File: config.mk
export PLATFORM = sky130hd
export DESIGN_NAME = bdf_fifo
export DESIGN_NICKNAME = d
export VERILOG_FILES = /design/src/hw/rtl/box_decode_filter_nms_macros.svh /design/src/hw/rtl/bdf_fifo.sv
export SDC_FILE = /design/constraint.sdc
export NUM_CORES = 1
export LEC_CHECK = 0
export ABC_AREA = 1
export BUFFER_PORTS_ARGS = -buffer_cell sky130_fd_sc_hd__clkbuf_2
export CAP_MARGIN = 20
export CORE_MARGIN = 4
export CORE_UTILIZATION = 60
export CTS_CLUSTER_SIZE = 28
export DETAILED_ROUTE_END_ITERATION = 8
export PLACE_DENSITY_LB_ADDON = 0.08
export RECOVER_POWER = 50
export REMOVE_ABC_BUFFERS = 1
export SLEW_MARGIN = 20
export SYNTH_ARGS = -nofsm -noshare
export SYNTH_HDL_FRONTEND = slang
export SYNTH_SLANG_ARGS = --single-unit
export TNS_END_PERCENT = 20
File: constraint.sdc
create_clock -name i_clk -period 5.1 [get_ports i_clk]
set_input_delay 0.51 -clock i_clk [delete_from_list [all_inputs] [get_ports i_clk]]
set_output_delay 0.51 -clock i_clk [all_outputs]
set_load 0.02 [all_outputs]
File: src/hw/rtl/box_decode_filter_nms_macros.svh
// Assertion shorthands shared by the box decode and NMS block.
`ifndef BOX_DECODE_FILTER_NMS_MACROS_SVH
`define BOX_DECODE_FILTER_NMS_MACROS_SVH

// Same-cycle implication, checked outside reset.
`define BDF_ASSERT_NOW(lbl, clk, rst_n, ante, cons, msg) \
    lbl: assert property (@(posedge clk) disable iff (!rst_n) (ante) |-> (cons)) \
        else $error(msg);

// Next-cycle implication, checked outside reset.
`define BDF_ASSERT_NEXT(lbl, clk, rst_n, ante, cons, msg) \
    lbl: assert property (@(posedge clk) disable iff (!rst_n) (ante) |=> (cons)) \
        else $error(msg);

`endif

File: src/hw/rtl/bdf_fifo.sv
// ----------------------------------------------------------------------------
// bdf_fifo
// Short register queue between the row classifier and the frame engine.
// ----------------------------------------------------------------------------
`default_nettype none

module bdf_fifo #(
    parameter int W     = 8,
    parameter int DEPTH = 4
) (
    input  wire logic         i_clk,
    input  wire logic         i_rst_n,
    input  wire logic         i_push,
    input  wire logic [W-1:0] i_wdata,
    output logic              o_full,
    input  wire logic         i_pop,
    output logic              o_valid,
    output logic      [W-1:0] o_rdata
);

    localparam int PW = $clog2(DEPTH);
    localparam int CW = $clog2(DEPTH + 1);

    logic [W-1:0]  r_buf [DEPTH];
    logic [PW-1:0] r_wp;
    logic [PW-1:0] r_rp;
    logic [CW-1:0] r_cnt;
    logic          w_push;
    logic          w_pop;

    assign o_full  = (r_cnt == CW'(DEPTH));
    assign o_valid = (r_cnt != '0);
    assign o_rdata = r_buf[r_rp];
    assign w_push  = i_push && !o_full;
    assign w_pop   = i_pop && o_valid;

    always_ff @(posedge i_clk) begin
        if (!i_rst_n) begin
            r_wp  <= '0;
            r_rp  <= '0;
            r_cnt <= '0;
        end else begin
            if (w_push) begin
                r_wp <= (r_wp == PW'(DEPTH - 1)) ? '0 : r_wp + 1'b1;
            end
            if (w_pop) begin
                r_rp <= (r_rp == PW'(DEPTH - 1)) ? '0 : r_rp + 1'b1;
            end
            if (w_push && !w_pop) begin
                r_cnt <= r_cnt + 1'b1;
            end else if (w_pop && !w_push) begin
                r_cnt <= r_cnt - 1'b1;
            end
        end
    end

    always_ff @(posedge i_clk) begin
        if (w_push) begin
            r_buf[r_wp] <= i_wdata;
        end
    end

endmodule

`default_nettype wire

Word-level counts from Yosys, hierarchy flattened
Memory sizes are Yosys's and may differ from the RTL's. A register that Yosys moved wholly into a read port is not among the register bits.
Index checks and enable logic that the tools add are counted.
{ "totals": {"reg_bits": 7, "mem_bits_rw": 32, "inputBits": 12, "out_inout_bits": 10, "wordCells": 28, "memories": 1} }
{ "classes": {"add_sub_neg": 4, "n_eq_ne": 3, "muxes": 8, "n_reduce_logical": 9} }
{ "memory_table": {"columns": ["name", "depth", "width", "read_ports", "rd_clocked_by_memory_dff", "wr", "line", "source"], "rows": [
  ["r_buf", 4, 8, 1, 1, 1, "bdf_fifo.sv:24", "logic [W-1:0] r_buf [DEPTH];"]
]} }
{ "op_table": {"columns": ["operator", "n"], "rows": [
  ["2-to-1 mux 2 bit", 4],
  ["2-to-1 mux 3 bit", 2],
  ["adder 2 x 1 -> 2 bit, second input constant", 2],
  ["equality test 2 bit, second input constant", 2],
  ["logical AND 1 bit", 4],
  ["adder 3 x 1 -> 3 bit, second input constant", 1],
  ["equality test 3 bit, second input constant", 1],
  ["zero test 1 bit", 3],
  ["nonzero test 3 bit", 1],
  ["subtractor 3 x 1 -> 3 bit, second input constant", 1],
  ["2-to-1 mux 1 bit", 2],
  ["nonzero test 2 bit", 1]
]} }

Logic depth before layout (Yosys ltp)
Gate-level depths: netlist (run 1).
{ "logic_depth": {"depth_word": 7, "mapped_depth": 13} }

Least setup slack after synthesis (run 1)
OpenSTA, ideal clock, no wires.
{ "synth_path": {"kind": "reg-to-reg", "start": "reg r_cnt[1]", "end": "reg r_cnt[2]", "arrival_time_ps": 1646, "path_slack_ps": 3344, "stages_incl_launch_ff": 13, "n_path_buf": 0, "period_less_slack_ps": 1756, "cell_sequence": "dfxtp_1 nor2_1 nand2_1 nand2_1 ha_1 inv_1 fa_1 inv_1 nand2_1 nand3_1 nand2_1 inv_1 nor2_1"} }
{ "synth_via": {"elab_cells_between_ends": 14, "cone_classes": "add/sub: 2; eq/ne: 1; mux: 2; reduce/logical: 9"} }
{ "synth_lines": {"columns": ["element", "line", "source"], "rows": [
  ["start, declared", "bdf_fifo.sv:27", "logic [CW-1:0] r_cnt;"],
  ["start signal, assigned", "bdf_fifo.sv:50", "r_cnt <= r_cnt + 1'b1;"],
  ["start signal, assigned", "bdf_fifo.sv:52", "r_cnt <= r_cnt - 1'b1;"],
  ["nonzero test 3 bit *", "bdf_fifo.sv:32", "assign o_valid = (r_cnt != '0);"],
  ["net o_valid", "bdf_fifo.sv:17", "output logic o_valid,"],
  ["logical AND 1 bit *", "bdf_fifo.sv:35", "assign w_pop = i_pop && o_valid;"],
  ["zero test 1 bit", "bdf_fifo.sv:49", "if (w_push && !w_pop) begin"],
  ["logical AND 1 bit", "bdf_fifo.sv:49", null],
  ["2-to-1 mux 3 bit / nonzero test 2 bit (equally long branches)", null, null]
]} }
Mark *: on every way through the listed nets, which the timed path passes. The rest lies on a longest branch. The select of a mux whose other input is x is not followed.
A chain may end at the register's enable or synchronous reset.

==> results of run 1 <==
[Yosys cell counts (all sizes together)]
cell type	number	share of area [%]
nor2	33	7.3
edfxtp	32	57
inv	18	4.0
o21ai	18	6.0
nand2	15	3.5
dfxtp	9	11
o22ai	8	3.0
ha	6	4.4
a21oi	2	0.59
buf	2	1.3
fa	1	1.2
nand3	1	0.30
nand3b	1	0.44
nand4	1	0.37
[per-stage QoR]
step	setup WS (ns)	instance area (um2)	total power, mW	cells	hold slack [ns]
after CTS	2.791	1889	0.9900	204	0.3732
after floorplan	3.344	1667	0.6917	145	0.4801
after global placement	3.266	1809	0.7794	196	0.4952
after global routing	2.637	1876	1.046	204	0.4016
after detailed placement	3.172	1809	0.7976	196	0.5081
final	2.769	1876	0.9808	204	0.4294
[layer usage]
metal	wire [um]	share of wire [%]	up-vias	GRT usage, %
met2	1574	55	34	32.78
met4	22	0.76	0	6.502
met5	0	0	-	0
met1	1113	39	517	19.57
met3	174	6.0	3	5.031
li1	-	-	553	-
[where the power goes]
group          internal, mW  total [mW]  switching (mW)
clock network        0.0975       0.194          0.0969
logic                 0.108       0.327           0.219
registers             0.415       0.459          0.0440
total                 0.620       0.981           0.360
[cells in the final DEF, fill, tap and decap left out, drive strengths merged]
cell | synthesis | final
dfxtp | 9 | 9
inv | 18 | 18
edfxtp | 32 | 32
nand3 | 1 | 1
fa | 1 | 1
a21oi | 2 | 2
nand2 | 15 | 15
ha | 6 | 6
nor2 | 33 | 33
nand3b | 1 | 1
o21ai | 18 | 18
nand4 | 1 | 1
o22ai | 8 | 8
clkbuf | 0 | 29
[flip-flops by register name, summed over array words and instances (netlist names), named ones only]
register and flops:
r_cnt 3, r_rp 2, r_buf 32, r_wp 2
[cells by family after synthesis]
family | count (synthesis) | synth area share, %
AO/OA/AOI/OAI | 28 | 9.556
adder cells (fa/ha/maj) | 7 | 5.630
buffers and inverters | 20 | 5.333
flip-flops | 41 | 67.56
AND/OR/NAND/NOR | 51 | 11.93
[final timing paths]
kind                                       startpoint                     to  depth (start not counted)
worst max-delay path                             flop             o_rdata[7]                          4
worst min-delay path                       i_wdata[5]  r_buf[3][5]$_DFFE_PP_                          1
worst max register to register  r_cnt[1]$_SDFFE_PN0P_  r_cnt[1]$_SDFFE_PN0P_                          9
worst min register to register  r_cnt[0]$_SDFFE_PN0P_  r_cnt[0]$_SDFFE_PN0P_                          2
[final cells by class]
| cell class | instances | area share (%) |
|---|---|---|
| flip-flops and latches | 41 | 60.84 |
| multi-input cells | 86 | 24.28 |
| repair buffers | 21 | 5.003 |
| clock buffers | 8 | 4.270 |
| inverters | 18 | 3.602 |
| well taps | 30 | 2.001 |
==> results.md, run 1 <==
* Hold buffer count at CTS at 0
* RSZ-0062 raised after global routing: false
* ANT nets after route at 0
* IO buf count at 21
* Post-layout min period at 2.331 ns
* Yosys warnings at 0
* Final period utilization at 45.70%
* Post-CTS Setup Bufs at 0
* Tot GR Track Use at 17.88%
* Hold Fails Final Rpt at 0
* Crit path kind: reg -> out
* CTS tree: yes
* Die area at 0.003728 mm2
* Seq cells post-synth at 41
* WL final at 2.884 mm
* Grt total ovfl at 0
* Critical path's top delay family: flip-flops
* Clk Latency, worst-skew pair at 0.34 ns
* Crit path capture type: output port
* DRT Pass-1 Iters at 4
* Max Freq at 429.0 MHz
* Slew Viols, Final at 0
* CP Max Fanout at 17
* Vias in the first global route at 1089
* Leakage Power at 0.7472 nW
* Crit path launch type: flop
* Fill count at 199
* Clock skew at 0.007364 ns
* Slowest stage delay, CP at 0.72 ns
* Syn avg cell area at 11.49 um2
* Hold Crit Class: in -> reg
* Antenna cells at 0
* Nets at 192
* Die X at 61.06 um
* Core region area at 0.002590 mm2
* CTS clk-pin slew, worst paths at 0.11 ns
* Synth Instances at 147
* DRT iter0 DRCs at 75
* Wirelength per Cell at 14.14 um
* Yosys cell types at 18
* Post-cts repair resize count at 0
* # DRC at 0
* Register area at 0.001141 mm2
* Worst EP required at 4.59 ns
* Worst reg2reg setup slack at 3.12 ns
* Share of cells above drive strength 1 at 13.22%
* Worst vdd ir at 0.4168 mV
* Vias at 1107
* Largest net degree at the start of global routing at 18
* Routability congestion estimate at 0.7169
* TNS Setup at 0 ns
* CP max-delay cell: dfxtp_1
* Worst Path Buf+Inv at 2
* Sequential share of the synthesized area at 67.56%
* Util after Layout at 72.42%
* Layout area overhead at 11.04%
* Pwr/cell area at 522.9 mW/mm2
* Root Buffer: clkbuf_4
* Status: finished, final reports clean
* Clock sink total at 41
* Maximum Capacitance Violations at 0
* DP Wirelength at 2.016 mm
* Area occupied by multi-input gates at 455.4 um2
* Critical path cell sequence: inv_2 > o21ai_0 > o22ai_1 > clkbuf_2
* CTS Buffer Depth at 2
* CTS buffer count at 5
* Die height at 61.06 um
* CP arrival at 1.82 ns
* Row count at 18
* First-pass GRT wire length at 4.719 mm
* Count of final setup violators at 0
* Slew HR at 46.39%
* Initial antenna violation count at 0
* Slew @ Worst Pin at 0.8012 ns
* Mapped cell area at 0.001689 mm2
* H-tree depth at 2
* Vias/cell at 5.426
* Top-level port count at 22
* Initial Utilization at 65.22%
(Power assumes the default switching activity.)
==> inputs of run 2 (changes only) <==
Settings changed: ABC_AREA 1 to 0, CORE_UTILIZATION 60 to 50.
Clock period 5.1 ns to 2.1 ns, I/O delays scaled along.
==> results.md, run 2 <==
* H-tree depth at 2 (unchanged)
* Slowest stage delay, CP at 0.38 ns (was 0.72 ns)
* Clock skew at 0.005199 ns (was 0.007364 ns)
* Count of final setup violators at 0 (unchanged)
* CP Max Fanout at 5 (was 17)
* Yosys warnings at 0 (unchanged)
* Crit path kind: reg -> reg (was reg -> out)
* DRT Pass-1 Iters at 4 (unchanged)
* Sequential share of the synthesized area at 69.89% (was 67.56%)
* Wirelength per Cell at 14.95 um (was 14.14 um)
* CTS tree: yes (unchanged)
* Mux share of post-synthesis cell area at 12.87% (was 0%)
* # DRC at 0 (unchanged)
* Min setup slack post-route at 0.07776 ns (was 2.769 ns)
* Slew Viols, Final at 0 (unchanged)
* Nets at 140 (was 192)
* Total placed instance area at 0.001805 mm2 (was 0.001809 mm2)
* Syn avg cell area at 17.56 um2 (was 11.49 um2)
* Non-Filler Instances at 166 (was 204)
* Crit path capture type: flop (was output port)
* Maximum Capacitance Violations at 0 (unchanged)
* ANT nets after route at 0 (unchanged)
* WL final at 2.482 mm (was 2.884 mm)
* Post-synth ARST share at 0% (unchanged)
* Core region area at 0.003078 mm2 (was 0.002590 mm2)
* Critical path cell sequence: nor3b_2 > nor2b_2 > ha_2 > inv_1 > fa_1 > xor2_1 > or3_1 > a21boi_1 (was inv_2 > o21ai_0 > o22ai_1 > clkbuf_2)
* Layout area overhead at 15.10% (was 11.04%)
* Die height at 65.15 um (was 61.06 um)
* Initial antenna violation count at 0 (unchanged)
* Initial Utilization at 53.05% (was 65.22%)
* TNS Setup at 0 ns (unchanged)
* Seq cells post-synth at 41 (unchanged)
* Clock sink total at 41 (unchanged)
* Antenna cells at 0 (unchanged)
* Hold slack final at 0.1221 ns (was 0.4294 ns)
* Top-level port count at 22 (unchanged)
* Compound-cell area share of the yosys netlist at 1.839% (was 9.556%)
* Synth Instances at 93 (was 147)
* Post-route cell area at 0.001879 mm2 (was 0.001876 mm2)
* Die X at 65.15 um (was 61.06 um)
* Hold Fails Final Rpt at 0 (unchanged)
* Fill count at 245 (was 199)
* Slew @ Worst Pin at 0.4289 ns (was 0.8012 ns)
* Status: finished, final reports clean (unchanged)
* DP Wirelength at 1.697 mm (was 2.016 mm)
* Number of synthesized flops with an enable pin at 32 (unchanged)
* Root Buffer: clkbuf_4 (unchanged)
* Top Layer Used: met4 (unchanged)
* Clk Latency, worst-skew pair at 0.33 ns (was 0.34 ns)
* Total Power at 2.150 mW (was 0.9808 mW)
* Top Registers: r_buf x32, r_cnt x3 (unchanged)
* Vias in the first global route at 833 (was 1089)
* Detail Route met2 WL at 1.250 mm (was 1.574 mm)
* CP arrival at 2.28 ns (was 1.82 ns)
* Pwr/cell area at 1144 mW/mm2 (was 522.9 mW/mm2)
* CTS clk-pin slew, worst paths at 0.11 ns (about the same)
* Synth area leader: edfxtp_1 (unchanged)
* Die area at 0.004244 mm2 (was 0.003728 mm2)
* Main synth FF type: edfxtp_1 (unchanged)
* Util after Layout at 61.06% (was 72.42%)
* Post-Synth Simple-Gate Area at 6.743% (was 11.93%)
* WL met1 at 1.059 mm (was 1.113 mm)
* Top reg by flops: r_buf (unchanged)
* Inst Count DP at 158 (was 196)
* Hold Crit Class: in -> reg (unchanged)
* Vias/cell at 4.988 (was 5.426)
* Highest-count cells in the layout ignoring fill and taps: edfxtp_1 (32), clkbuf_2 (13), clkbuf_1 (10) (was nor2_1 (33), edfxtp_1 (32), inv_1 (17))
* Post-layout min period at 2.022 ns
* Grt total ovfl at 0 (unchanged)
* CTS buffer count at 5 (unchanged)
* Ranking of synthesized cells by area: edfxtp_1 (59%), dfxtp_1 (11%), mux4_2 (11%) (was edfxtp_1 (57%), dfxtp_1 (11%), nor2_1 (7.3%))
* Largest family of logic cells by synthesized area: multiplexers (was simple AND/OR/NAND/NOR gates)
* Mapped cell area at 0.001633 mm2 (was 0.001689 mm2)
* Slew HR at 71.41% (was 46.39%)
* Post-synth top area share at 58.85% (was 56.89%)
* Vias at 828 (was 1107)
* Met3 WL post-DR at 140 um (was 174 um)
* Max reg flops at 32 (unchanged)
* DRT iter0 DRCs at 40 (was 75)
* CTS Buffer Depth at 2 (unchanged)
* Row count at 20 (was 18)
* Ranking of synthesized cells by instance count: edfxtp_1 (32), dfxtp_1 (9), mux4_2 (8) (was nor2_1 (33), edfxtp_1 (32), inv_1 (17))
* Tot GR Track Use at 13.31% (was 17.88%)
* Post-CTS Setup Bufs at 0 (unchanged)
* Most common cell after layout, fill and taps aside: edfxtp_1 (was nor2_1)
* Share of cells above drive strength 1 at 31.97% (was 13.22%)
* Worst EP required at 2.36 ns (was 4.59 ns)
* Max Freq at 494.5 MHz
* Largest net degree at the start of global routing at 13 (was 18)
* Crit path launch type: flop (unchanged)
* Worst vdd ir at 0.6889 mV (was 0.4168 mV)
* Routability congestion estimate at 0.6574 (was 0.7169)
* First-pass GRT wire length at 4.008 mm (was 4.719 mm)
* Post-synthesis xor/xnor area fraction at 1.073% (was 0%)
* Pre-CTS WS at -0.01389 ns (was 3.172 ns)
* IO buf count at 21 (unchanged)
* CP max-delay cell: fa_1 (was dfxtp_1)
* Yosys cell types at 23 (was 18)
* Post-Synth Adder-Cell Area at 5.824% (was 5.630%)
* Leakage Power at 0.6689 nW (was 0.7472 nW)
* Final period utilization at 96.30%
* Top-count cell post-synth: edfxtp_1 (was nor2_1)
-- run 2: path summary, 6_finish.rpt --
| check | startpoint | endpoint | slack, ns | cells past startpoint |
|---|---|---|---|---|
| min | i_wdata[1] | r_buf[1][1]$_DFFE_PP_ | 0.12 | 1 |
| max | r_cnt[2]$_SDFFE_PN0P_ | r_cnt[2]$_SDFFE_PN0P_ | 0.08 | 8 |
| max reg2reg | r_cnt[2]$_SDFFE_PN0P_ | r_cnt[2]$_SDFFE_PN0P_ | 0.08 | 8 |
| min reg2reg | r_wp[1]$_SDFFE_PN0P_ | r_wp[1]$_SDFFE_PN0P_ | 0.51 | 2 |
-- run 2: layout make-up --
cell class | instances | area [um2] | area share, %
sequential | 41 | 1147 | 61.05
inverter | 3 | 11.26 | 0.5992
tap | 44 | 55.05 | 2.929
multi-input combinational | 45 | 481.7 | 25.63
clock buffer | 8 | 58.81 | 3.129
timing repair buffer | 25 | 125.1 | 6.658
-- run 2: cell families after synthesis --
logic type / count (synthesis)
and+or+nand+nor: 20
DFF: 41
buffers and inverters: 7
muxes: 11
adders and majority gates: 7
xor gates and xnor gates: 2
AOI/OAI and AO/OA: 5
-- run 2: what timing repair did --
item | 4_1_cts | 5_1_grt
pin swaps | 0 | 2
endpoints found under the setup margin | 1 | 1
hold buffers | 0 | 0
cloned | 0 | 0
gates resized for setup | 1 | 8
-- run 2: worst max-delay path, delay by kind of cell (launching register included) --
kind / cells / cell delay [ns]
and+or+nand+nor: 3 / 0.63
adders and majority gates: 2 / 0.59
DFF: 1 / 0.37
xor gates and xnor gates: 1 / 0.16
AOI/OAI and AO/OA: 1 / 0.14
buffers and inverters: 1 / 0.06
-- run 2: report_power, final --
part           internal (mW)  switching (mW)  leakage [nW]
clock network          0.165           0.223        0.0326
logic                  0.319           0.357         0.268
registers               1.00          0.0812         0.369
-- run 2: metal layers --
| metal | up-vias | GRT usage, % |
|---|---|---|
| li1 | 409 | - |
| met1 | 395 | 15.74 |
| met2 | 20 | 21.84 |
| met3 | 4 | 5.128 |
| met4 | 0 | 5.440 |
| met5 | - | 0 |
==> inputs of run 3 (changes only) <==
Settings changed: SETUP_SLACK_MARGIN set to 0.2.
==> results.md, run 3 (synthesized netlist as in run 2, its figures left out) <==
* Grt total ovfl at 0 (unchanged)
* Hold EP: r_buf[1][1]$_DFFE_PP_ (unchanged)
* Hold Fails Final Rpt at 0 (unchanged)
* Internal at 1.497 mW (was 1.489 mW)
* Clk Latency, worst-skew pair at 0.33 ns (about the same)
* Min setup slack post-route at 0.1405 ns (was 0.07776 ns)
* CTS buffer count at 5 (unchanged)
* Final period utilization at 93.31% (was 96.30%)
* NetSw at 0.6630 mW (was 0.6612 mW)
* TNS Setup at 0 ns (unchanged)
* Sequential Power Share at 50.2% (was 50.5%)
* Sw frac at 30.70% (was 30.76%)
* Worst vdd ir at 0.6603 mV (was 0.6889 mV)
* Pre-CTS WS at -0.01389 ns (unchanged)
* Tot GR Track Use at 13.72% (was 13.31%)
* Initial antenna violation count at 0 (unchanged)
* Post-layout min period at 1.959 ns (was 2.022 ns)
* CTS clk-pin slew, worst paths at 0.11 ns (about the same)
* Slew @ Worst Pin at 0.4314 ns (was 0.4289 ns)
* ANT nets after route at 0 (unchanged)
* Row count at 20 (unchanged)
* Worst R2R Path Depth at 8 (unchanged)
* Core region area at 0.003078 mm2 (unchanged)
* WL final at 2.475 mm (was 2.482 mm)
* Largest net degree at the start of global routing at 13 (unchanged)
* DP Wirelength at 1.697 mm (unchanged)
* Root Buffer: clkbuf_4 (unchanged)
* Wirelength per Cell at 14.64 um (was 14.95 um)
* Crit path capture type: flop (unchanged)
* CTS Buffer Depth at 2 (unchanged)
* Vias at 836 (was 828)
* H-tree depth at 2 (unchanged)
* Top Registers: r_buf x32, r_cnt x3 (unchanged)
* Highest-count cells in the layout ignoring fill and taps: edfxtp_1 (32), clkbuf_1 (12), clkbuf_2 (12) (was edfxtp_1 (32), clkbuf_2 (13), clkbuf_1 (10))
* Crit path kind: reg -> reg (unchanged)
* Pwr/cell area at 1139 mW/mm2 (was 1144 mW/mm2)
* Nets at 143 (was 140)
* CTS tree: yes (unchanged)
* CP Max Fanout at 5 (unchanged)
* Crit path launch type: flop (unchanged)
* Top-level port count at 22 (unchanged)
* # DRC at 0 (unchanged)
* IO buf count at 21 (unchanged)
* Maximum Capacitance Violations at 0 (unchanged)
* Die area at 0.004244 mm2 (unchanged)
* Hold buffer count at CTS at 0 (unchanged)
* Hold Path Stages at 1 (unchanged)
* Hold Path Origin: i_wdata[1] (unchanged)
* Max reg flops at 32 (unchanged)
* RSZ-0062 raised after global routing: true
* Vias in the first global route at 859 (was 833)
* Comb power frac at 31.9% (was 31.4%)
* Clock sink total at 41 (unchanged)
* Slew Viols, Final at 0 (unchanged)
* Slew HR at 71.24% (was 71.41%)
* Clock share of power at 18.0% (was 18.1%)
* Most common cell after layout, fill and taps aside: edfxtp_1 (unchanged)
* Worst reg2reg setup slack at 0.14 ns (was 0.08 ns)
* Top reg by flops: r_buf (unchanged)
* R2R Path Start: r_cnt[2]$_SDFFE_PN0P_ (unchanged)
* Antenna cells at 0 (unchanged)
* Die X at 65.15 um (unchanged)
* Hold Crit Class: in -> reg (unchanged)
* Die height at 65.15 um (unchanged)
* DRT iter0 DRCs at 30 (was 40)
* Initial Utilization at 53.05% (unchanged)
* Fill count at 249 (was 245)
* Vias/cell at 4.947 (was 4.988)
* Routability congestion estimate at 0.6574 (unchanged)
* DRT Pass-1 Iters at 4 (unchanged)
* Leakage Power at 0.6747 nW (was 0.6689 nW)
* Worst EP required at 2.37 ns (was 2.36 ns)
* Status: finished, final reports clean (unchanged)
* Max Freq at 510.3 MHz (was 494.5 MHz)
* Worst r2r dst: r_cnt[2]$_SDFFE_PN0P_ (unchanged)
* Count of final setup violators at 0 (unchanged)
* Layout area overhead at 16.09% (was 15.10%)
* Util after Layout at 61.59% (was 61.06%)
* First-pass GRT wire length at 4.133 mm (was 4.008 mm)
* Total Power at 2.160 mW (was 2.150 mW)
* Share of cells above drive strength 1 at 32.00% (was 31.97%)
* Clock skew at 0.005414 ns (was 0.005199 ns)
* CP arrival at 2.23 ns (was 2.28 ns)
[run 3: layout make-up]
type                    instances  area [um2]  area share, %
clock buffers                   8       58.81          3.102
inverters                       3       11.26         0.5941
multi-input cells              45       484.2          25.54
flip-flops and latches         41        1144          60.33
well taps                      44       55.05          2.904
repair buffers                 28       142.6          7.525
[run 3: worst max-delay path by stage]
stage,startpoint,end,slack (ns)
6_report,r_cnt[2]$_SDFFE_PN0P_,r_cnt[2]$_SDFFE_PN0P_,0.14
5_1_grt,r_cnt[2]$_SDFFE_PN0P_,r_cnt[2]$_SDFFE_PN0P_,0.02
4_1_cts,r_cnt[2]$_SDFFE_PN0P_,r_cnt[2]$_SDFFE_PN0P_,0.15
3_5_place_dp,r_cnt[1]$_SDFFE_PN0P_,r_cnt[2]$_SDFFE_PN0P_,-0.01
3_3_place_gp,r_cnt[1]$_SDFFE_PN0P_,r_cnt[2]$_SDFFE_PN0P_,0.13
2_1_floorplan,r_cnt[0]$_SDFFE_PN0P_,r_cnt[2]$_SDFFE_PN0P_,-0.06
[run 3: power by group through the flow]
| stage | Sequential, mW | Clock (mW) | Combinational, mW |
|---|---|---|---|
| after floorplan | 1.10 | 0 | 0.440 |
| after global placement | 1.08 | 0 | 0.655 |
| after detailed placement | 1.09 | 0 | 0.665 |
| after CTS | 1.09 | 0.409 | 0.696 |
| after global routing | 1.10 | 0.453 | 0.751 |
| final | 1.08 | 0.388 | 0.688 |
[run 3: worst max-delay path, stage by stage (launching register included)]
cell and delay [ns]:
dfxtp_1 0.37, nor3b_2 0.19, nor2b_2 0.15, ha_2 0.21, inv_1 0.06, fa_2 0.33, xor2_1 0.15, or3_1 0.30
a21boi_1 0.13
[run 3: per-stage QoR]
stage / instances / hold WS [ns] / instance area (um2)
2_1_floorplan: 89 / 0.3089 / 1615
3_3_place_gp: 158 / 0.4260 / 1805
3_5_place_dp: 158 / 0.4339 / 1805
4_1_cts: 168 / 0.06895 / 1904
5_1_grt: 169 / 0.1221 / 1896
6_report: 169 / 0.1222 / 1896
[run 3: timing repair]
action,CTS,global route
setup buffers,2,1
gates resized for setup,9,1
endpoints found under the setup margin,1,1
pin swaps,2,2
[run 3: layer usage]
| metal | track usage (%) | wire length (um) | vias up |
|---|---|---|---|
| met4 | 6.218 | 30 | 0 |
| met3 | 5.299 | 140 | 4 |
| met5 | 0 | 0 | - |
| met2 | 22.35 | 1236 | 22 |
| li1 | - | - | 415 |
| met1 | 16.09 | 1067 | 395 |
