`config.mk`:
```
export PLATFORM = sky130hd
export DESIGN_NAME = bdf_front
export DESIGN_NICKNAME = d
export VERILOG_FILES = /design/src/hw/rtl/box_decode_filter_nms_macros.svh /design/src/hw/rtl/bdf_pkg.sv /design/src/hw/rtl/bdf_front.sv
export SDC_FILE = /design/constraint.sdc
export NUM_CORES = 1
export LEC_CHECK = 0
export BUFFER_PORTS_ARGS = -buffer_cell sky130_fd_sc_hd__buf_2
export CAP_MARGIN = 20
export CORE_AREA = 2 2 108 110
export DETAILED_ROUTE_END_ITERATION = 10
export DIE_AREA = 0 0 110 112
export PLACE_DENSITY = 0.8
export SYNTH_ARGS = -nofsm -noshare
export SYNTH_HDL_FRONTEND = slang
export SYNTH_SLANG_ARGS = --single-unit
```
`constraint.sdc`:
```
create_clock -name i_clk -period 3.43 [get_ports i_clk]
set_input_delay 0.8575 -clock i_clk [delete_from_list [all_inputs] [get_ports i_clk]]
set_output_delay 0.8575 -clock i_clk [all_outputs]
set_load 0.005 [all_outputs]
```
`src/hw/rtl/box_decode_filter_nms_macros.svh`:
```
// Assertion shorthands shared by the box decode and NMS block.
`ifndef BOX_DECODE_FILTER_NMS_MACROS_SVH
`define BOX_DECODE_FILTER_NMS_MACROS_SVH

// Same-cycle implication, checked outside reset.
`define BDF_ASSERT_NOW(lbl, clk, rst_n, ante, cons, msg) \
    lbl: assert property (@(posedge clk) disable iff (!rst_n) (ante) |-> (cons)) \
        else $error(msg);

// Next-cycle implication, checked outside reset.
`define BDF_ASSERT_NEXT(lbl, clk, rst_n, ante, cons, msg) \
    lbl: assert property (@(posedge clk) disable iff (!rst_n) (ante) |=> (cons)) \
        else $error(msg);

`endif

```
`src/hw/rtl/bdf_pkg.sv`:
```
// ----------------------------------------------------------------------------
// bdf_pkg
// Types and constants shared by the box decode, filter and NMS block.
// ----------------------------------------------------------------------------
`default_nettype none

package bdf_pkg;

    typedef struct packed {
        logic [15:0] center_x;
        logic [15:0] center_y;
        logic [15:0] box_w;
        logic [15:0] box_h;
        logic [15:0] confidence;
        logic        final_row;
    } t_row_in;

    typedef struct packed {
        logic [15:0] kept_score;
        logic [15:0] left;
        logic [15:0] top;
        logic [15:0] right;
        logic [15:0] bottom;
        logic        found;
        logic        final_box;
    } t_box_out;

    // Row as it travels through the queue, with its classification.
    typedef struct packed {
        t_row_in row;
        logic    keep;
    } t_qentry;

    typedef struct packed {
        logic [15:0] score_thr;
        logic [15:0] overlap_thr;
        logic [15:0] inv_scale;
        logic [7:0]  pad_left;
        logic [7:0]  pad_top;
        logic [11:0] img_w;
        logic [11:0] img_h;
    } t_cfg;

    localparam int CFG_IDX_W = 3;

    localparam logic [CFG_IDX_W-1:0] CFG_SCORE_THR   = 3'd0;
    localparam logic [CFG_IDX_W-1:0] CFG_OVERLAP_THR = 3'd1;
    localparam logic [CFG_IDX_W-1:0] CFG_INV_SCALE   = 3'd2;
    localparam logic [CFG_IDX_W-1:0] CFG_PAD_LEFT    = 3'd3;
    localparam logic [CFG_IDX_W-1:0] CFG_PAD_TOP     = 3'd4;
    localparam logic [CFG_IDX_W-1:0] CFG_IMG_W       = 3'd5;
    localparam logic [CFG_IDX_W-1:0] CFG_IMG_H       = 3'd6;

    localparam logic [15:0] RST_SCORE_THR   = 16'd16384;
    localparam logic [15:0] RST_OVERLAP_THR = 16'd29491;
    localparam logic [15:0] RST_INV_SCALE   = 16'd256;
    localparam logic [11:0] RST_IMG_SIZE    = 12'd160;

    function automatic logic [15:0] f_span(input logic [15:0] lo, input logic [15:0] hi);
        f_span = (hi > lo) ? (hi - lo) : 16'd0;
    endfunction

endpackage

`default_nettype wire

```
`src/hw/rtl/bdf_front.sv`:
```
// ----------------------------------------------------------------------------
// bdf_front
// Configuration registers and row classification against the score threshold.
// ----------------------------------------------------------------------------
`default_nettype none

module bdf_front #(
    parameter int MODEL_SIZE = 160
) (
    input  wire logic                              i_clk,
    input  wire logic                              i_rst_n,
    input  wire logic                              i_cfg_valid,
    output logic                                   o_cfg_ready,
    input  wire logic [bdf_pkg::CFG_IDX_W-1:0]     i_cfg_index,
    input  wire logic [15:0]                       i_cfg_data,
    input  wire logic                              i_in_valid,
    input  wire bdf_pkg::t_row_in                  i_in_data,
    output logic                                   o_in_stall,
    output logic                                   o_push,
    output bdf_pkg::t_qentry                       o_push_data,
    input  wire logic                              i_full,
    output bdf_pkg::t_cfg                          o_cfg
);

    import bdf_pkg::*;

    localparam int PadMax = MODEL_SIZE - 1;

    logic [15:0] r_score_thr;
    logic [15:0] r_overlap_thr;
    logic [15:0] r_inv_scale;
    logic [7:0]  r_pad_left;
    logic [7:0]  r_pad_top;
    logic [11:0] r_img_w;
    logic [11:0] r_img_h;
    logic        w_keep;

    assign o_cfg_ready = 1'b1;

    always_ff @(posedge i_clk) begin
        if (!i_rst_n) begin
            r_score_thr   <= RST_SCORE_THR;
            r_overlap_thr <= RST_OVERLAP_THR;
            r_inv_scale   <= RST_INV_SCALE;
            r_pad_left    <= '0;
            r_pad_top     <= '0;
            r_img_w       <= RST_IMG_SIZE;
            r_img_h       <= RST_IMG_SIZE;
        end else if (i_cfg_valid) begin
            case (i_cfg_index)
                CFG_SCORE_THR:   r_score_thr   <= i_cfg_data;
                CFG_OVERLAP_THR: r_overlap_thr <= i_cfg_data;
                CFG_INV_SCALE:   r_inv_scale   <= i_cfg_data;
                CFG_PAD_LEFT:    r_pad_left    <= i_cfg_data[7:0];
                CFG_PAD_TOP:     r_pad_top     <= i_cfg_data[7:0];
                CFG_IMG_W:       r_img_w       <= i_cfg_data[11:0];
                CFG_IMG_H:       r_img_h       <= i_cfg_data[11:0];
                default: begin
                end
            endcase
        end
    end

    // Padding never reaches past the model's own edge.
    always_comb begin
        o_cfg.score_thr   = r_score_thr;
        o_cfg.overlap_thr = r_overlap_thr;
        o_cfg.inv_scale   = r_inv_scale;
        o_cfg.pad_left    = ({3'b000, r_pad_left} > 11'(PadMax)) ? 8'(PadMax) : r_pad_left;
        o_cfg.pad_top     = ({3'b000, r_pad_top} > 11'(PadMax)) ? 8'(PadMax) : r_pad_top;
        o_cfg.img_w       = r_img_w;
        o_cfg.img_h       = r_img_h;
    end

    assign w_keep          = (i_in_data.confidence >= r_score_thr);
    assign o_in_stall      = i_full;
    assign o_push          = i_in_valid && !i_full && (w_keep || i_in_data.final_row);
    assign o_push_data.row  = i_in_data;
    assign o_push_data.keep = w_keep;

endmodule

`default_nettype wire

```
* Yosys cells after proc, flatten, opt, wreduce, memory -nomap -nowiden
Cells that the tools add are included.
** Storage, ports and cells
- Register bits :: 88
- Output and inout bits :: 173
** Operators by class
- Magnitude comparators :: 3
- Mux-type cells :: 2
- Reductions and logical operators :: 12
- Equal/unequal tests :: 6
** Operators with widths (number)
- 16-bit >= comparator :: 1
- 8-bit > comparator (second input constant) :: 2
- 8-bit 2-to-1 mux :: 2
- 2-bit AND reduction :: 7
- 3-bit == test (second input constant) :: 3
- 3-bit by 2-bit == test with 1-bit output (second input constant) :: 2
- 3-bit by 1-bit == test with 1-bit output (second input constant) :: 1
- 3-bit zero test :: 1
- 1-bit logical AND :: 2
- 1-bit zero test :: 1
- 1-bit logical OR :: 1

* Longest topological paths before layout
Gate-level depths: netlist of run 1.
- Depth in word-level cells :: 3
- Gate-level depth with buffers :: 7
- Gate-level depth less buffers :: 6

* Worst setup path after synthesis of run 1
OpenSTA, ideal clock, no wires.
- Kind :: input to output
- Start :: input port i_in_data[16] (netlist bit)
- End :: output port o_push
- Setup slack :: 0.277 ns
- Arrival time :: 2.295 ns
- Stages on the path :: 5
- Required time :: 2.572 ns
- Path buffers :: 0
- Cell sequence :: ha_1 and4_1 nand4_1 or4_1 a311oi_1
** On the way
- Longest elaborated chain between the ends :: 3
** Ends and longest elaborated chain
- start, declared :: RTL line bdf_front.sv:17 : input wire bdf_pkg::t_row_in i_in_data,
- 16-bit >= comparator :: RTL line bdf_front.sv:75 : assign w_keep = (i_in_data.confidence >= r_score_thr);
- 1-bit logical OR :: RTL line bdf_front.sv:77 : assign o_push = i_in_valid && !i_full && (w_keep || i_in_data.final_row);
- 1-bit logical AND :: RTL line bdf_front.sv:77
- end, declared :: RTL line bdf_front.sv:19 : output logic o_push,
No other way between the ends.

* Worst setup path in the final report of run 1
- Start :: input port i_in_data[15] (netlist bit)
- End :: output port o_push
Same word-level chain as after synthesis.

==> summary.txt, run 1 <==
Layout Area Growth over Synthesis: 12.12%
CP Cell Sequence: buf_2 -> ha_1 -> and4_4 -> nand4_1 -> or4_1 -> a311oi_2 -> buf_2
DPL Wire Length: 8834 um
Sequential-to-total area share from yosys stat: 40.07%
CP endpoint kind: output port
Die outline width: 110 um
Detailed-route vias per instance: 4.809
Switch share: 22.72%
Sw Pwr: 0.0004988 W
Bufs and invs on worst path: 2
Minimum clock period: 3318 ps
HP Class: register to register
Critical R2R Capture: r_img_w[0]
Avg Inst Size Synth: 7.922 um2
Clk buf depth: 2
Gate power share: 9.8%
Worst path slowest cell: or4_1
RSZ-0062 raised after global routing: no
R2R Path Start: r_img_w[0]
CTS sink count: 88
Violation count after the first detailed-route iteration: 166
Int Power: 0.001696 W
CP Data Required Time: 2570 ps
Die area: 12,320 um2
Hold path cells: 2
Worst VDD drop: 0.0002445 V
Max Slew Vio Count: 0
CTS tree: yes
Slew HR: 39.89%
DR DRC count: 0
Crit Path Class: primary input to output port
Leakage power: 2.230 nW
Synth Cell Area: 4397 um2
Antenna cells: 0
Routed len/inst: 15.71 um
Clock latency on the worst-skew pair: 330 ps
Min-Delay Endpoint: r_pad_left[2]
DP Area: 4651 um2
Delay of the slowest critical-path stage: 460 ps
R2r setup slk: 2730 ps
Part of the power in the clock network: 42.0%
Status: complete, no violations
First-pass GRT wire length: 17,930 um
CTS buffer count: 9
Vias in the first global route: 3,398
Die Y: 112 um
Hold WS: 446.8 ps
CTS root buf: clkbuf_16
Fill count: 1,157
Worst-Margin Slew: 898.3 ps
WL final: 11,910 um
Clk slew on worst S/H paths: 60 ps
Post-CTS Setup Inserts: 0
Port Buffer Count: 148
Delay-heaviest family, CP: simple AND/OR/NAND/NOR gates
Tot Pwr: 0.002195 W
HP Start: r_pad_left[2]
Max-cap violation count: 0
Period utilization: 96.73%
Drt first pass iters: 5
Final setup fails: 0
Layout cells sized above 1: 27.32%
Critical Path AT: 2460 ps
CP max FO: 2
Congestion Overflow GR: 0
FP Rows: 39
Core Box Area: 11,170 um2
Initial antenna violation count: 0
Number of routed nets with antenna violations: 0
Largest net degree at the start of global routing: 47
Max Clock Freq: 301.4 MHz
PD cells: 445.3 nW/um2
Routability cong.: 0.7884
Cells after Synth: 555
Via Count: 3,645
Gr usage total: 19.25%
Flops & latches, synth: 88
Most Frequent Cell on Critical Path: buf_2
Worst reg2reg path depth: 2
Netlist cell types: 31
Mapped Nets: 676
YS warnings: 0
CTS H-tree depth: 3
Final Hold Fails: 0
Worst setup SP type: primary input
IO Pins: 278
Post-Route Skew: 0 ps
Final instance area: 4930 um2
Initial core utilization: 39.35%
Seq pwr share: 48.3%
Nets: 733
## per-layer routing
layer	vias to the layer above	routed length, um	track usage (%)
met4	0	323	8.186
met3	28	927	4.977
met1	1664	5115	24.11
met2	147	5542	30.96
met5	-	0	0
li1	1806	-	-
## through the flow
stage / TNS, ps / util, % / instances / setup slack, ps
2_1_floorplan: 0 / - / 555 / 277.0
3_3_place_gp: 0 / 41.62 / 744 / 1.969
3_5_place_dp: -21.96 / 41.62 / 744 / -21.96
4_1_cts: 0 / 44.04 / 758 / 91.28
5_1_grt: 0 / 44.12 / 758 / 30.57
6_report: 0 / 44.12 / 758 / 112.0
## layout make-up
cell class / count / area (um2) / area share, %
Multi-Input combinational cell: 342 / 1857 / 37.66
Sequential cell: 88 / 1762 / 35.74
Clock inverter: 1 / 30.03 / 0.6091
Inverter: 17 / 63.81 / 1.294
Tap cell: 143 / 178.9 / 3.629
Clock buffer: 13 / 240.2 / 4.873
Timing Repair Buffer: 154 / 798.3 / 16.19
## timing repair
item / in CTS / in global routing
pin swaps: 2 / 0
hold buffers: 0 / 0
setup endpoints to repair: 1 / 1
gates resized for setup: 0 / 2
endpoints found under the hold margin: 0 / 0
## registers in the layout, indices dropped and copies added (netlist names)
signal	count
r_img_h	12
r_img_w	12
r_inv_scale	16
r_overlap_thr	16
r_pad_left	8
r_pad_top	8
r_score_thr	16
## cells in the mapped netlist
master / number / area share, %
a2111oi_0: 1 / 0.20
a211oi_1: 1 / 0.17
a21boi_0: 10 / 1.7
a21boi_1: 63 / 11
a21o_1: 1 / 0.17
a21oi_1: 5 / 0.57
a221o_1: 1 / 0.23
a311oi_1: 1 / 0.20
and2_1: 1 / 0.14
and3_1: 1 / 0.14
and4_1: 1 / 0.20
buf_2: 2 / 0.23
buf_4: 84 / 14
clkbuf_1: 22 / 1.9
conb_1: 1 / 0.085
dfxtp_1: 88 / 40
ha_1: 16 / 4.6
inv_1: 17 / 1.5
nand2_1: 181 / 15
nand2b_1: 14 / 2.0
nand2b_2: 1 / 0.20
nand3_1: 19 / 2.2
nand4_1: 2 / 0.28
nor2_1: 6 / 0.51
nor2b_1: 7 / 1.0
nor3_1: 1 / 0.11
nor3_2: 1 / 0.23
o211ai_1: 1 / 0.17
o21a_1: 1 / 0.17
o21ai_0: 4 / 0.46
or4_1: 1 / 0.17
## worst max path at each step
stage	start	endpoint	depth (start not counted)
2_1_floorplan	i_in_data[16]	o_push	5
4_1_cts	i_in_data[15]	o_push	7
6_report	i_in_data[15]	o_push	7
3_5_place_dp	i_in_data[14]	o_push	7
3_3_place_gp	i_in_data[14]	o_push	7
5_1_grt	i_in_data[15]	o_push	7
## power groups by stage
stage	registers, W	logic [W]	clock network (W)
2_1_floorplan	0.00108	0.000177	0
3_3_place_gp	0.00108	0.000213	0
3_5_place_dp	0.00108	0.000215	0
4_1_cts	0.00106	0.000216	0.000940
5_1_grt	0.00106	0.000240	0.000986
6_report	0.00106	0.000214	0.000921
## worst min-delay path: stages, from the launching register on
cell and delay [ps]:
dfxtp_1 300, nand2_1 50, a21boi_1 50
## cells in the final DEF (no fill, tap or decap), types with 7 or more instances in the layout
| master | count |
|---|---|
| ha_1 | 16 |
| nor2b_1 | 7 |
| nand3_1 | 19 |
| dfxtp_1 | 88 |
| inv_1 | 17 |
| clkbuf_16 | 9 |
| nand2b_1 | 14 |
| a21boi_1 | 63 |
| a21boi_0 | 10 |
| buf_2 | 148 |
| nand2_1 | 181 |
## logic make-up (layout without fill, tap and decap cells)
logic type               after synthesis  count (layout)  synth area share [%]
AO/OA/AOI/OAI                         89              89                 14.80
adder cells (fa/ha/maj)               16              16                 4.553
buffers and inverters                125             185                 17.90
flip-flops                            88              88                 40.07
other                                  1               1               0.08529
AND/OR/NAND/NOR                      236             236                 22.60
(Power assumes the default switching activity.)
==> run 2: changes to the inputs <==
--- a/config.mk
+++ b/config.mk
@@ -5,12 +5,12 @@
 export SDC_FILE = /design/constraint.sdc
 export NUM_CORES = 1
 export LEC_CHECK = 0
-export BUFFER_PORTS_ARGS = -buffer_cell sky130_fd_sc_hd__buf_2
 export CAP_MARGIN = 20
 export CORE_AREA = 2 2 108 110
 export DETAILED_ROUTE_END_ITERATION = 10
 export DIE_AREA = 0 0 110 112
-export PLACE_DENSITY = 0.8
+export DONT_BUFFER_PORTS = 1
+export PLACE_DENSITY = 0.59
 export SYNTH_ARGS = -nofsm -noshare
 export SYNTH_HDL_FRONTEND = slang
 export SYNTH_SLANG_ARGS = --single-unit
==> summary.txt, run 2 (synthesis gave the netlist of run 1 again) <==
Routed len/inst: 18.59 um (was 15.71 um)
Initial core utilization: 39.35% (unchanged)
Number of routed nets with antenna violations: 0 (unchanged)
Switch share: 21.29% (was 22.72%)
Period utilization: 95.28% (was 96.73%)
Initial antenna violation count: 0 (unchanged)
Detailed-route vias per instance: 5.148 (was 4.809)
Slew HR: 41.29% (was 39.89%)
Final setup fails: 0 (unchanged)
Clk buf depth: 2 (unchanged)
Congestion Overflow GR: 0 (unchanged)
CTS sink count: 88 (unchanged)
CP max FO: 3 (was 2)
Die outline width: 110 um (unchanged)
Worst setup SP type: primary input (unchanged)
Area of the multi-input gates: 1854 um2 (was 1857 um2)
Routability cong.: 0.7649 (was 0.7884)
Drt first pass iters: 4 (was 5)
WL final: 11,320 um (was 11,910 um)
Int Power: 0.001698 W (was 0.001696 W)
Gate power share: 4.8% (was 9.8%)
Worst path slowest cell: or4_1 (unchanged)
Violation count after the first detailed-route iteration: 114 (was 166)
First-pass GRT wire length: 17,070 um (was 17,930 um)
Worst-Margin Slew: 877.4 ps (was 898.3 ps)
Biggest regs: r_inv_scale x16, r_overlap_thr x16, r_score_thr x16 (unchanged)
Die Y: 112 um (unchanged)
DR DRC count: 0 (unchanged)
Bufs and invs on worst path: 0 (was 2)
CP endpoint kind: output port (unchanged)
CTS root buf: clkbuf_16 (unchanged)
Crit Path Class: primary input to output port (unchanged)
Die area: 12,320 um2 (unchanged)
Part of the power in the clock network: 45.8% (was 42.0%)
Setup WS pre-CTS: 76.26 ps (was -21.96 ps)
Final instance area: 4182 um2 (was 4930 um2)
Delay-heaviest family, CP: simple AND/OR/NAND/NOR gates (unchanged)
FF/Latch Area: 1762 um2 (unchanged)
DPL Wire Length: 8135 um (was 8834 um)
Status: complete, no violations (unchanged)
Vias in the first global route: 3,157 (was 3,398)
Core Box Area: 11,170 um2 (unchanged)
Max Slew Vio Count: 0 (unchanged)
Layout Area Growth over Synthesis: -4.895% (was 12.12%)
Final Hold Fails: 0 (unchanged)
Max Clock Freq: 306.0 MHz (was 301.4 MHz)
IO Pins: 278 (unchanged)
Leakage power: 1.554 nW (was 2.230 nW)
CP Data Required Time: 2570 ps (about the same)
Clk slew on worst S/H paths: 60 ps (about the same)
Via Count: 3,135 (was 3,645)
CTS tree: yes (unchanged)
Sw Pwr: 0.0004593 W (was 0.0004988 W)
Post-Route Skew: 0 ps (unchanged)
Critical Path AT: 2410 ps (was 2460 ps)
Minimum clock period: 3268 ps (was 3318 ps)
FP Rows: 39 (unchanged)
Worst VDD drop: 0.0001897 V (was 0.0002445 V)
Fin worst setup slack: 161.9 ps (was 112.0 ps)
Antenna cells: 0 (unchanged)
Most common cell after layout, fill and taps aside: nand2_1 (unchanged)
Max-cap violation count: 0 (unchanged)
Layout cells sized above 1: 4.292% (was 27.32%)
CP Cell Sequence: ha_1 -> and4_1 -> nand4_1 -> or4_1 -> a311oi_2 (was buf_2 -> ha_1 -> and4_4 -> nand4_1 -> or4_1 -> a311oi_2 -> buf_2)
Delay of the slowest critical-path stage: 580 ps (was 460 ps)
Clock latency on the worst-skew pair: 330 ps (about the same)
Largest net degree at the start of global routing: 89 (was 47)
Seq pwr share: 49.4% (was 48.3%)
Fill count: 1,177 (was 1,157)
RSZ-0062 raised after global routing: no (unchanged)
HP Class: register to register (unchanged)
CTS H-tree depth: 3 (unchanged)
Setup TNS: 0 ps (unchanged)
Port Buffer Count: 0 (was 148)
Nets: 582 (was 733)
PD cells: 515.9 nW/um2 (was 445.3 nW/um2)
DP Area: 3875 um2 (was 4651 um2)
Gr usage total: 18.60% (was 19.25%)
CTS Hold Bufs: 0 (unchanged)
Hold WS: 450.0 ps (was 446.8 ps)
CTS buffer count: 9 (unchanged)
Most frequent cells in the layout: 181 x nand2_1, 88 x dfxtp_1, 63 x a21boi_1 (was 181 x nand2_1, 148 x buf_2, 88 x dfxtp_1)
==> run 2: changes by cell type in the layout (fill, tap and decap cells not counted), moves of 2 or more <==
cell / change
buf_2: -148
buf_4: -2
clkbuf_1: -2
clkbuf_8: +2
clkinv_2: +2
==> run 2: final timing paths <==
path | startpoint | endpoint | slack [ps] | depth (start not counted)
worst min-delay path | r_pad_top[4] | r_pad_top[4] | 450 | 2
worst min register to register | r_pad_top[4] | r_pad_top[4] | 450 | 2
worst max register to register | r_pad_left[7] | r_pad_left[7] | 2730 | 2
worst max-delay path | i_in_data[16] | o_push | 160 | 5
==> run 2: metrics by stage <==
stage	std cells	total power (W)	util (%)
4_1_cts	609	0.002188	37.36
2_1_floorplan	555	0.001259	-
5_1_grt	609	0.002245	37.42
3_5_place_dp	593	0.001194	34.68
3_3_place_gp	593	0.001188	34.68
6_report	609	0.002157	37.42
==> run 2: final cells by class <==
| type | count | share of cell area, % |
|---|---|---|
| Timing Repair Buffer | 3 | 0.5386 |
| Clock buffer | 13 | 6.224 |
| Multi-Input combinational cell | 342 | 44.34 |
| Clock inverter | 3 | 0.9575 |
| Tap cell | 143 | 4.279 |
| Sequential cell | 88 | 42.13 |
| Inverter | 17 | 1.526 |
==> run 2: what timing repair did <==
item	in CTS	in global routing
endpoints found under the setup margin	0	1
setup buffers	0	0
resized for setup	0	1
==> run 2: metal layers <==
metal	track usage, %	vias up	part of all wire, %
met2	31.33	151	49
met1	21.33	1445	39
met5	0	-	0
li1	-	1510	-
met3	6.382	29	9.6
met4	7.342	0	1.8
==> run 2: power groups by stage <==
stage          clock network (W)  registers [W]  logic (W)
6_report                0.000987        0.00107   0.000103
5_1_grt                  0.00106        0.00107   0.000120
4_1_cts                  0.00102        0.00107   0.000104
3_5_place_dp                   0        0.00109   0.000104
3_3_place_gp                   0        0.00109  0.0000984
2_1_floorplan                  0        0.00108   0.000177
==> run 2: worst min-delay path, cell delays in order, from the launching register on <==
cell and delay (ps):
dfxtp_1 300, nand2_1 50, a21boi_1 50
==> run 3: changes to the inputs <==
--- a/config.mk
+++ b/config.mk
@@ -5,8 +5,8 @@
 export SDC_FILE = /design/constraint.sdc
 export NUM_CORES = 1
 export LEC_CHECK = 0
-export CAP_MARGIN = 20
 export CORE_AREA = 2 2 108 110
+export CTS_BUF_LIST = sky130_fd_sc_hd__clkbuf_16
 export DETAILED_ROUTE_END_ITERATION = 10
 export DIE_AREA = 0 0 110 112
 export DONT_BUFFER_PORTS = 1
==> summary.txt, run 3 (synthesis gave the netlist of run 1 again) <==
Status: complete, no violations (unchanged)
Routability cong.: 0.7649 (unchanged)
Critical Path AT: 2410 ps (about the same)
Largest net degree at the start of global routing: 89 (unchanged)
Final setup fails: 0 (unchanged)
DR DRC count: 0 (unchanged)
Drt first pass iters: 4 (unchanged)
Post-CTS Setup Inserts: 0 (unchanged)
Delay-heaviest family, CP: simple AND/OR/NAND/NOR gates (unchanged)
Setup WS pre-CTS: 76.26 ps (unchanged)
Clk buf depth: 2 (unchanged)
WL final: 11,320 um (about the same)
Gr usage total: 18.60% (unchanged)
HP Class: register to register (unchanged)
Most common cell after layout, fill and taps aside: nand2_1 (unchanged)
Nets: 582 (unchanged)
Hold WS: 450.1 ps (was 450.0 ps)
Setup TNS: 0 ps (unchanged)
Port Buffer Count: 0 (unchanged)
CTS Hold Bufs: 0 (unchanged)
CP endpoint kind: output port (unchanged)
Max Slew Vio Count: 0 (unchanged)
Die outline width: 110 um (unchanged)
Leakage power: 1.551 nW (was 1.554 nW)
Worst VDD drop: 0.0001898 V (was 0.0001897 V)
Max Clock Freq: 306.0 MHz (unchanged)
Initial antenna violation count: 0 (unchanged)
Max-cap violation count: 0 (unchanged)
Number of routed nets with antenna violations: 0 (unchanged)
Non-filler cells, final: 609 (unchanged)
Post-layout util: 37.24% (was 37.42%)
Cells after DPL: 593 (unchanged)
Minimum clock period: 3268 ps (unchanged)
Clock latency on the worst-skew pair: 330 ps (about the same)
RSZ-0062 raised after global routing: no (unchanged)
Worst path slowest cell: or4_1 (unchanged)
CTS sink count: 88 (unchanged)
DPL Wire Length: 8135 um (unchanged)
CTS tree: yes (unchanged)
Worst setup SP type: primary input (unchanged)
Core Box Area: 11,170 um2 (unchanged)
Final Hold Fails: 0 (unchanged)
Delay of the slowest critical-path stage: 580 ps (about the same)
PD cells: 505.5 nW/um2 (was 515.9 nW/um2)
Fin worst setup slack: 161.9 ps (unchanged)
Most frequent cells in the layout: 181 x nand2_1, 88 x dfxtp_1, 63 x a21boi_1 (unchanged)
CP Data Required Time: 2570 ps (about the same)
First-pass GRT wire length: 17,070 um (unchanged)
CP Cell Sequence: ha_1 -> and4_1 -> nand4_1 -> or4_1 -> a311oi_2 (unchanged)
Via Count: 3,138 (was 3,135)
CP max FO: 3 (unchanged)
Initial core utilization: 39.35% (unchanged)
Crit Path Class: primary input to output port (unchanged)
Die area: 12,320 um2 (unchanged)
Antenna cells: 0 (unchanged)
Vias in the first global route: 3,157 (unchanged)
Biggest regs: r_inv_scale x16, r_overlap_thr x16, r_score_thr x16 (unchanged)
Die Y: 112 um (unchanged)
Violation count after the first detailed-route iteration: 114 (unchanged)
Routed len/inst: 18.58 um (was 18.59 um)
Detailed-route vias per instance: 5.153 (was 5.148)
Period utilization: 95.28% (unchanged)
Clk slew on worst S/H paths: 60 ps (about the same)
Bufs and invs on worst path: 0 (unchanged)
Layout Area Growth over Synthesis: -5.350% (was -4.895%)
CTS root buf: clkbuf_16 (unchanged)
CTS buffer count: 9 (unchanged)
Post-Route Skew: 0 ps (unchanged)
FP Rows: 39 (unchanged)
CTS H-tree depth: 3 (unchanged)
IO Pins: 278 (unchanged)
Congestion Overflow GR: 0 (unchanged)
Slew HR: 41.17% (was 41.29%)
Worst-Margin Slew: 879.2 ps (was 877.4 ps)
Layout cells sized above 1: 3.863% (was 4.292%)
-- run 3: power breakdown --
group / leakage [nW] / internal, W / switching, W
combinational: 0.691 / 0.0000492 / 0.0000543
clock: 0.147 / 0.000551 / 0.000382
sequential: 0.713 / 0.00105 / 0.0000202
total: 1.55 / 0.00165 / 0.000457
-- run 3: cell type report --
type	count	area, um2
repair buffers	3	22.52
flip-flops and latches	88	1762
clock inverters	7	55.05
clock buffers	9	225.2
well taps	143	178.9
inverters	17	63.81
fillers	1175	7013
multi-input cells	342	1854
-- run 3: metal layers --
layer | global-route usage [%] | vias to the layer above | share of wire [%]
met5 | 0 | - | 0
met4 | 7.342 | 0 | 1.8
met3 | 6.382 | 29 | 9.9
met2 | 31.33 | 155 | 49
met1 | 21.33 | 1444 | 39
li1 | - | 1510 | -
-- run 3: repair_timing --
| action | in CTS | in global routing |
|---|---|---|
| setup endpoints to repair | 0 | 1 |
| endpoints found under the hold margin | 0 | 0 |
| resized for setup | 0 | 1 |
-- run 3: metrics by stage --
stage	total power [W]	area [um2]
global route	0.002193	4161
detailed placement	0.001194	3875
global placement	0.001188	3875
CTS	0.002135	4155
finish	0.002104	4161
floorplan	0.001259	4397
-- run 3: final timing paths --
path	start	to	slack, ps	cells past startpoint
min	r_pad_top[4]	r_pad_top[4]	450	2
min reg2reg	r_pad_top[4]	r_pad_top[4]	450	2
max reg2reg	r_pad_left[7]	r_pad_left[7]	2730	2
max	i_in_data[16]	o_push	160	5
-- run 3: worst register-to-register path, delay by kind of cell, from the launching register on --
kind	cells	cell delay [ps]
DFF	1	410
and+or+nand+nor	1	80
AOI/OAI and AO/OA	1	140
